## src/rtl/ihex_pkg.sv

```systemverilog
`default_nettype none

package ihex_pkg;

  localparam int QueueDepth = 2;

  localparam logic [31:0] MEM_LIMIT_RESET = 32'hFFFF_FFFF;

  localparam logic [2:0] KIND_WRITE    = 3'd0;
  localparam logic [2:0] KIND_END      = 3'd1;
  localparam logic [2:0] KIND_BADSTART = 3'd2;
  localparam logic [2:0] KIND_BADTYPE  = 3'd3;
  localparam logic [2:0] KIND_BADHEX   = 3'd4;

  localparam logic [7:0] TYPE_DATA  = 8'h00;
  localparam logic [7:0] TYPE_EOF   = 8'h01;
  localparam logic [7:0] TYPE_EXT   = 8'h04;
  localparam logic [7:0] CHAR_COLON = 8'h3A;

  // one classified non-whitespace character
  typedef struct packed {
    logic       colon;
    logic       hex;
    logic [3:0] nibble;
  } token_t;

  typedef struct packed {
    logic [2:0]  kind;
    logic [31:0] address;
    logic [7:0]  data_byte;
    logic        over_limit;
  } result_t;

endpackage

`default_nettype wire

```

## src/rtl/ihex_fifo.sv

```systemverilog
`default_nettype none

module ihex_fifo import ihex_pkg::*; #(
  parameter int Width = 8,
  parameter int Depth = QueueDepth
) (
  input  wire logic             clk,
  input  wire logic             rst,
  input  wire logic             push,
  input  wire logic [Width-1:0] wdata,
  output logic                  full,
  input  wire logic             pop,
  output logic      [Width-1:0] rdata,
  output logic                  empty
);

  localparam int PtrW = (Depth > 1) ? $clog2(Depth) : 1;
  localparam int CntW = $clog2(Depth + 1);

  logic [Width-1:0] entries [Depth];
  logic [PtrW-1:0]  wr_ptr;
  logic [PtrW-1:0]  rd_ptr;
  logic [CntW-1:0]  count;
  logic             do_push;
  logic             do_pop;

  assign full    = (count == CntW'(Depth));
  assign empty   = (count == '0);
  assign do_push = push && !full;
  assign do_pop  = pop && !empty;
  assign rdata   = entries[rd_ptr];

  always_ff @(posedge clk) begin
    if (rst) begin
      wr_ptr <= '0;
      rd_ptr <= '0;
      count  <= '0;
    end else begin
      if (do_push) begin
        wr_ptr <= (wr_ptr == PtrW'(Depth - 1)) ? '0 : wr_ptr + 1'b1;
      end
      if (do_pop) begin
        rd_ptr <= (rd_ptr == PtrW'(Depth - 1)) ? '0 : rd_ptr + 1'b1;
      end
      if (do_push && !do_pop) begin
        count <= count + 1'b1;
      end else if (do_pop && !do_push) begin
        count <= count - 1'b1;
      end
    end
  end

  always_ff @(posedge clk) begin
    if (do_push) begin
      entries[wr_ptr] <= wdata;
    end
  end

endmodule

`default_nettype wire

```

## src/rtl/ihex_front.sv

```systemverilog
`default_nettype none

module ihex_front import ihex_pkg::*; #(
  parameter int Depth = QueueDepth
) (
  input  wire logic       clk,
  input  wire logic       rst,
  input  wire logic       push,
  input  wire logic [7:0] char_code,
  output logic            full,
  output logic            tok_valid,
  output token_t          tok,
  input  wire logic       tok_pop
);

  logic   is_space;
  logic   tok_empty;
  token_t tok_in;

  // space, tab, lf, vt, ff, cr are dropped here
  always_comb begin
    is_space = (char_code == 8'h20) || (char_code >= 8'h09 && char_code <= 8'h0D);
    tok_in   = '0;
    if (char_code == CHAR_COLON) begin
      tok_in.colon = 1'b1;
    end else if (char_code >= 8'h30 && char_code <= 8'h39) begin
      tok_in.hex    = 1'b1;
      tok_in.nibble = char_code[3:0];
    end else if ((char_code >= 8'h41 && char_code <= 8'h46) ||
                 (char_code >= 8'h61 && char_code <= 8'h66)) begin
      tok_in.hex    = 1'b1;
      tok_in.nibble = char_code[3:0] + 4'd9;
    end
  end

  ihex_fifo #(
    .Width($bits(token_t)),
    .Depth(Depth)
  ) u_tok_fifo (
    .clk   (clk),
    .rst   (rst),
    .push  (push && !is_space),
    .wdata (tok_in),
    .full  (full),
    .pop   (tok_pop),
    .rdata (tok),
    .empty (tok_empty)
  );

  assign tok_valid = !tok_empty;

endmodule

`default_nettype wire

```

## src/rtl/ihex_back.sv

```systemverilog
`default_nettype none

module ihex_back import ihex_pkg::*; (
  input  wire logic        clk,
  input  wire logic        rst,
  input  wire logic [31:0] mem_limit,
  input  wire logic        tok_valid,
  input  wire token_t      tok,
  output logic             tok_pop,
  input  wire logic        res_full,
  output logic             res_push,
  output result_t          res
);

  localparam logic [2:0] PH_START = 3'd0;
  localparam logic [2:0] PH_LEN   = 3'd1;
  localparam logic [2:0] PH_ADH   = 3'd2;
  localparam logic [2:0] PH_ADL   = 3'd3;
  localparam logic [2:0] PH_TYPE  = 3'd4;
  localparam logic [2:0] PH_DATA  = 3'd5;
  localparam logic [2:0] PH_EXT   = 3'd6;
  localparam logic [2:0] PH_CHK   = 3'd7;

  logic [2:0]  phase, phase_next;
  logic        nibble_count, nibble_count_next;
  logic [3:0]  high_nibble, high_nibble_next;
  logic [7:0]  record_length, record_length_next;
  logic [15:0] record_address, record_address_next;
  logic [15:0] upper_address, upper_address_next;
  logic [7:0]  byte_index, byte_index_next;
  logic [31:0] write_address, write_address_next;
  logic        stopped, stopped_next;
  logic        take;
  logic [7:0]  byte_val;
  logic [7:0]  index_inc;

  assign take     = tok_valid && !res_full;
  assign tok_pop  = take;
  assign byte_val = {high_nibble, tok.nibble};
  assign index_inc = byte_index + 8'd1;

  always_comb begin
    phase_next          = phase;
    nibble_count_next   = nibble_count;
    high_nibble_next    = high_nibble;
    record_length_next  = record_length;
    record_address_next = record_address;
    upper_address_next  = upper_address;
    byte_index_next     = byte_index;
    write_address_next  = write_address;
    stopped_next        = stopped;
    res_push            = 1'b0;
    res                 = '0;

    if (take && !stopped) begin
      if (phase == PH_START) begin
        if (tok.colon) begin
          phase_next        = PH_LEN;
          nibble_count_next = 1'b0;
        end else begin
          stopped_next = 1'b1;
          res_push     = 1'b1;
          res.kind     = KIND_BADSTART;
        end
      end else if (!tok.hex) begin
        stopped_next = 1'b1;
        res_push     = 1'b1;
        res.kind     = KIND_BADHEX;
      end else if (!nibble_count) begin
        high_nibble_next  = tok.nibble;
        nibble_count_next = 1'b1;
      end else begin
        nibble_count_next = 1'b0;
        case (phase)
          PH_LEN: begin
            record_length_next = byte_val;
            phase_next         = PH_ADH;
          end
          PH_ADH: begin
            record_address_next = {byte_val, 8'h00};
            phase_next          = PH_ADL;
          end
          PH_ADL: begin
            record_address_next[7:0] = byte_val;
            phase_next               = PH_TYPE;
          end
          PH_TYPE: begin
            byte_index_next = '0;
            if (byte_val == TYPE_DATA) begin
              write_address_next = {upper_address, record_address};
              phase_next = (record_length != '0) ? PH_DATA : PH_CHK;
            end else if (byte_val == TYPE_EXT) begin
              phase_next = PH_EXT;
            end else begin
              stopped_next = 1'b1;
              res_push     = 1'b1;
              if (byte_val == TYPE_EOF) begin
                res.kind    = KIND_END;
                res.address = write_address;
              end else begin
                res.kind = KIND_BADTYPE;
              end
            end
          end
          PH_DATA: begin
            res_push           = 1'b1;
            res.kind           = KIND_WRITE;
            res.address        = write_address;
            res.data_byte      = byte_val;
            res.over_limit     = (write_address > mem_limit);
            write_address_next = write_address + 32'd1;
            byte_index_next    = index_inc;
            if (index_inc >= record_length) begin
              phase_next = PH_CHK;
            end
          end
          PH_EXT: begin
            if (byte_index == '0) begin
              upper_address_next = {byte_val, 8'h00};
              byte_index_next    = 8'd1;
            end else begin
              upper_address_next[7:0] = byte_val;
              byte_index_next         = '0;
              phase_next              = PH_CHK;
            end
          end
          default: begin
            phase_next = PH_START;
          end
        endcase
      end
    end
  end

  always_ff @(posedge clk) begin
    if (rst) begin
      phase          <= PH_START;
      nibble_count   <= 1'b0;
      high_nibble    <= '0;
      record_length  <= '0;
      record_address <= '0;
      upper_address  <= '0;
      byte_index     <= '0;
      write_address  <= '0;
      stopped        <= 1'b0;
    end else begin
      phase          <= phase_next;
      nibble_count   <= nibble_count_next;
      high_nibble    <= high_nibble_next;
      record_length  <= record_length_next;
      record_address <= record_address_next;
      upper_address  <= upper_address_next;
      byte_index     <= byte_index_next;
      write_address  <= write_address_next;
      stopped        <= stopped_next;
    end
  end

endmodule

`default_nettype wire

```

## src/rtl/intel_hex_record_parser.sv

```systemverilog
// intel hex record parser
// input channel: one ascii character per transfer on char_code, taken at a
//   clock edge with push high and full low; whitespace is dropped on entry
// result channel: while empty is low the oldest result sits on kind, address,
//   data_byte and over_limit; it is taken at an edge with pop high
// config channel: cfg_data is written into mem_limit when cfg_valid is high;
//   cfg_ready is always high, write only while the parser is idle
// rate: one character per cycle while the result queue is not full, set by the
//   record state machine in the back end
// path: the character is queued in the token queue at its transfer edge, the
//   state machine reads it from the queue head and its result is registered
//   into the result queue, where it clears empty
// stall: when pop is held low the result queue fills, the back end stops
//   taking characters, the character queue fills and full rises; nothing is
//   lost or dropped
// reset: queues empty, parser waits for a colon, upper address and end
//   address zero, mem_limit all ones; after an end or error result all
//   further characters are taken and ignored until reset
`default_nettype none

module intel_hex_record_parser import ihex_pkg::*; #(
  parameter int QUEUE_DEPTH = QueueDepth
) (
  input  wire logic        clk,
  input  wire logic        rst,
  // character input
  input  wire logic        push,
  output logic             full,
  input  wire logic [7:0]  char_code,
  // result output
  output logic             empty,
  input  wire logic        pop,
  output logic      [2:0]  kind,
  output logic      [31:0] address,
  output logic      [7:0]  data_byte,
  output logic             over_limit,
  // mem_limit write channel
  input  wire logic        cfg_valid,
  output logic             cfg_ready,
  input  wire logic [31:0] cfg_data
);

  logic [31:0] mem_limit;
  logic        tok_valid;
  token_t      tok;
  logic        tok_pop;
  logic        res_full;
  logic        res_push;
  result_t     res;
  result_t     res_head;

  // config register, always ready
  assign cfg_ready = 1'b1;

  always_ff @(posedge clk) begin
    if (rst) begin
      mem_limit <= MEM_LIMIT_RESET;
    end else if (cfg_valid && cfg_ready) begin
      mem_limit <= cfg_data;
    end
  end

  // front: classify characters into tokens and queue them
  ihex_front #(
    .Depth(QUEUE_DEPTH)
  ) u_front (
    .clk       (clk),
    .rst       (rst),
    .push      (push),
    .char_code (char_code),
    .full      (full),
    .tok_valid (tok_valid),
    .tok       (tok),
    .tok_pop   (tok_pop)
  );

  // back: record state machine, one token per cycle when results can drain
  ihex_back u_back (
    .clk       (clk),
    .rst       (rst),
    .mem_limit (mem_limit),
    .tok_valid (tok_valid),
    .tok       (tok),
    .tok_pop   (tok_pop),
    .res_full  (res_full),
    .res_push  (res_push),
    .res       (res)
  );

  // result queue decouples the receiver from the state machine
  ihex_fifo #(
    .Width($bits(result_t)),
    .Depth(QUEUE_DEPTH)
  ) u_res_fifo (
    .clk   (clk),
    .rst   (rst),
    .push  (res_push),
    .wdata (res),
    .full  (res_full),
    .pop   (pop),
    .rdata (res_head),
    .empty (empty)
  );

  assign kind       = res_head.kind;
  assign address    = res_head.address;
  assign data_byte  = res_head.data_byte;
  assign over_limit = res_head.over_limit;

endmodule

`default_nettype wire

```

## config.mk

```make
export PLATFORM = sky130hd
export DESIGN_NAME = intel_hex_record_parser
export DESIGN_NICKNAME = d
export VERILOG_FILES = /design/src/rtl/ihex_pkg.sv /design/src/rtl/ihex_fifo.sv /design/src/rtl/ihex_front.sv /design/src/rtl/ihex_back.sv /design/src/rtl/intel_hex_record_parser.sv
export SDC_FILE = /design/constraint.sdc
export NUM_CORES = 1
export LEC_CHECK = 0
export ABC_CLOCK_PERIOD_IN_PS = 3950
export BUFFER_PORTS_ARGS = -buffer_cell sky130_fd_sc_hd__buf_2
export CELL_PAD_IN_SITES_DETAIL_PLACEMENT = 1
export CELL_PAD_IN_SITES_GLOBAL_PLACEMENT = 1
export CORE_ASPECT_RATIO = 1.1
export CORE_MARGIN = 8
export CORE_UTILIZATION = 47
export CTS_CLUSTER_SIZE = 40
export DETAILED_ROUTE_END_ITERATION = 6
export GPL_ROUTABILITY_DRIVEN = 0
export GPL_TIMING_DRIVEN = 0
export MAX_ROUTING_LAYER = met4
export PLACE_DENSITY = 0.79
export SLEW_MARGIN = 0
export SYNTH_ARGS = -nofsm -noshare
export SYNTH_HDL_FRONTEND = slang
export SYNTH_HIERARCHICAL = 1
export SYNTH_SLANG_ARGS = --single-unit
```

## constraint.sdc

```tcl
create_clock -name clk -period 3.95 [get_ports clk]
set_input_delay 0.9875 -clock clk [delete_from_list [all_inputs] [get_ports clk]]
set_output_delay 0.9875 -clock clk [all_outputs]
set_load 0.01 [all_outputs]
```

==> impl_metrics.tcl <==
set metrics [dict create \
    num_vias 9369 \
    yosysSeqAreaShare_pct 49.13 \
    grt_use_total_pct 23.93 \
    synth_commonest_cells "dfxtp_1 (131), edfxtp_1 (100), a21oi_1 (87)" \
    end_kind "register" \
    dr.pass1.iters 5 \
    finalSetupViolations 0 \
    tightest_slew_ns 1.063 \
    critPathArrivalTime_ns 3.92 \
    nets 1345 \
    die_w_um 164.8 \
    crit_fanout 35 \
    synthDistinctLibCells 83 \
    peakVddDrop_mv 0.2873 \
    cp_slowest_stage_delay_ns 0.52 \
    viasPerCell 5.930 \
    synth-seq-cells 231 \
    cp.required_ns 4.16 \
    clock-root-buffer "clkbuf_16" \
    clk_latency_ns 0.53 \
    fin_area_um2 13240 \
    cp_cell_sequence "clkbuf_1, mux2_2, clkbuf_1, nor3_1, a211oi_2, o21ai_0, a31oi_1, inv_1, or3_1, inv_2, buf_12" \
    p_leak_nw 5.085 \
    layout_setup_ws_ns 0.2373 \
    status "finished, final reports clean" \
    hp-start "u_back/record_address[1]" \
    post-synth-top-area-cell "edfxtp_1" \
    cts_sinks 231 \
    clk_pin_slew_worst_paths_ns 0.06 \
    synth_area_leaders "edfxtp_1 (26%), dfxtp_1 (23%), ha_1 (5.5%), mux2_2 (5.0%), a21oi_1 (3.8%)" \
    grt_overflow 0 \
    netlist_area_um2 11450 \
    ant_nets 0 \
    maxCapViolCount 0 \
    post-route-util_pct 54.76 \
    wl_per_cell_um 22.08 \
    cts_setup_buffers 0 \
    drive_gt1_share_pct 18.11 \
    grt_max_degree 36 \
    core_um2 24170 \
    numCtsBuffers 26 \
    total_power_mw 7.084 \
    crit_buf_inv 5 \
    worst-setup-path-type "register to register" \
    pin_count 92 \
    rsz0062_at_grt "false" \
    ys_warn_count 6 \
    async_flop_share_pct 0 \
    synthCells 1132 \
    r2r_slack_ns 0.24 \
    clk_path_buf_depth 3 \
    slew_violations 0 \
    synth_flop_cell "dfxtp_1" \
    path_common_cell "clkbuf_1" \
    syn2layout_area_growth_pct 15.60 \
    synth_edf_count 100 \
    avgSynthCellArea_um2 10.11 \
    rows 60 \
    placed_area_um2 12320 \
    cts_tree "yes" \
    hold_viol 0 \
    maxSlewHeadroom_pct 28.68 \
    h-tree-depth 1 \
    finalCritPeriodShare_pct 93.99 \
    routed_wl_mm 34.89 \
    fin_crit_ns 3.713 \
    critical-path-slowest-cell "clkbuf_1" \
    dp_hpwl_mm 24.60 \
    hold_path_class "register to register" \
    io_buffers 88 \
    drc 0 \
    die_y_um 179.7 \
    cp_top_family "buffers and inverters" \
    final.setup_skew_ns 0.01104 \
    grt_antenna_before_repair 0 \
    post-place-ws_ns 0.1069 \
    synth_nets 1227 \
    grt_pass1_vias 10050 \
    p_per_area_nw_per_um2 535.2 \
    grt_pass1_wl_mm 54.85 \
    critPathLaunchType "register" \
    fill_cells 2698 \
    fin_setup_tns_ns 0 \
    yosys.cell_count.top_type "dfxtp_1" \
    antenna_cells 0 \
    synth_top_cell_area_share_pct 26.23 \
    initialDrtViolationCount 754 \
    start_util_pct 47.37 \
    dieArea_um2 29620 \
    clock.fmax_mhz 269.3 \
]
-- metal layers --
metal  wire length, um  track usage (%)  up-vias
met5                 0                -        -
met4              1452            10.71        0
met3              1797            3.154      101
met2             17740            41.02      284
met1             13900            27.27     4630
li1                  -                -     4354
-- sequential cells by signal, summed over array words and instances (netlist names), 2 cells and up, named ones only --
signal	flops
u_front/u_tok_fifo/count	2
u_res_fifo/count	2
u_back/upper_address	16
u_back/record_length	8
u_res_fifo/entries	88
u_back/record_address	16
mem_limit	32
u_back/byte_index	8
u_back/high_nibble	4
u_front/u_tok_fifo/entries	12
u_back/phase	3
u_back/write_address	32
-- final cells by class --
class | instances | area [um2] | area share [%]
inverters | 56 | 210.2 | 1.588
plain buffers | 72 | 370.4 | 2.798
flip-flops and latches | 231 | 5625 | 42.50
multi-input cells | 773 | 5250 | 39.66
well taps | 310 | 387.9 | 2.930
repair buffers | 90 | 480.5 | 3.630
clock buffers | 32 | 694.4 | 5.246
clock inverters | 16 | 217.7 | 1.645
-- worst register-to-register path: cells and delay by family (launching register included) --
family	cells	cell delay (ns)
compound gates	3	0.85
simple gates	2	0.55
flops	1	0.30
mux	1	0.21
buf+inv	5	1.42
-- cells in the final DEF, fill, tap and decap left out, types with 6 or more instances in the layout --
master	n
a211o_1	32
a211oi_1	13
a21o_1	9
a21oi_1	87
a31oi_1	6
and2_1	47
buf_2	98
buf_4	9
buf_6	7
clkbuf_1	47
clkbuf_16	27
dfxtp_1	131
edfxtp_1	100
ha_1	50
inv_1	55
mux2_2	51
mux2i_1	20
nand2_1	85
nand2b_1	6
nand3_1	39
nand4_1	15
nor2_1	72
nor2b_1	36
nor3_1	17
nor4_1	11
o21ai_0	43
o22ai_1	6
o41ai_1	7
or3_1	10
xor2_1	11
-- worst paths after layout --
path / end / cells past startpoint
worst max-delay path: u_res_fifo/entries[0][2] / 11
worst min-delay path: u_back/record_address[1] / 2
worst max register to register: u_res_fifo/entries[0][2] / 11
worst min register to register: u_back/record_address[1] / 2
-- metrics by stage --
stage	hold slack, ns	instances
final	0.4569	1580
after global routing	0.4789	1580
after CTS	0.4589	1580
after detailed placement	0.4492	1532
after global placement	0.4428	1530
after floorplan	0.4288	1132
-- report_power, final --
group          internal [mW]  switching [mW]  leakage (nW)  total [mW]
sequential              2.84           0.104          1.96        2.94
clock                   1.58           0.992         0.435        2.57
combinational          0.612           0.957          2.68        1.57
-- repair_timing --
| item | CTS | global route |
|---|---|---|
| endpoints found under the setup margin | 0 | 70 |
| hold buffers | 0 | 0 |
| resized for setup | 0 | 1 |
-- kinds of logic after synthesis --
| group | after synthesis | synth area share, % |
|---|---|---|
| AND/OR/NAND/NOR | 385 | 18.00 |
| flip-flops | 231 | 49.13 |
| XOR/XNOR | 14 | 1.071 |
| other | 1 | 0.03275 |
| buffers and inverters | 128 | 5.070 |
| multiplexers | 71 | 6.764 |
| AO/OA/AOI/OAI | 252 | 14.47 |
| adder cells (fa/ha/maj) | 50 | 5.464 |
Note: power is estimated with default switching activity, not from simulation.
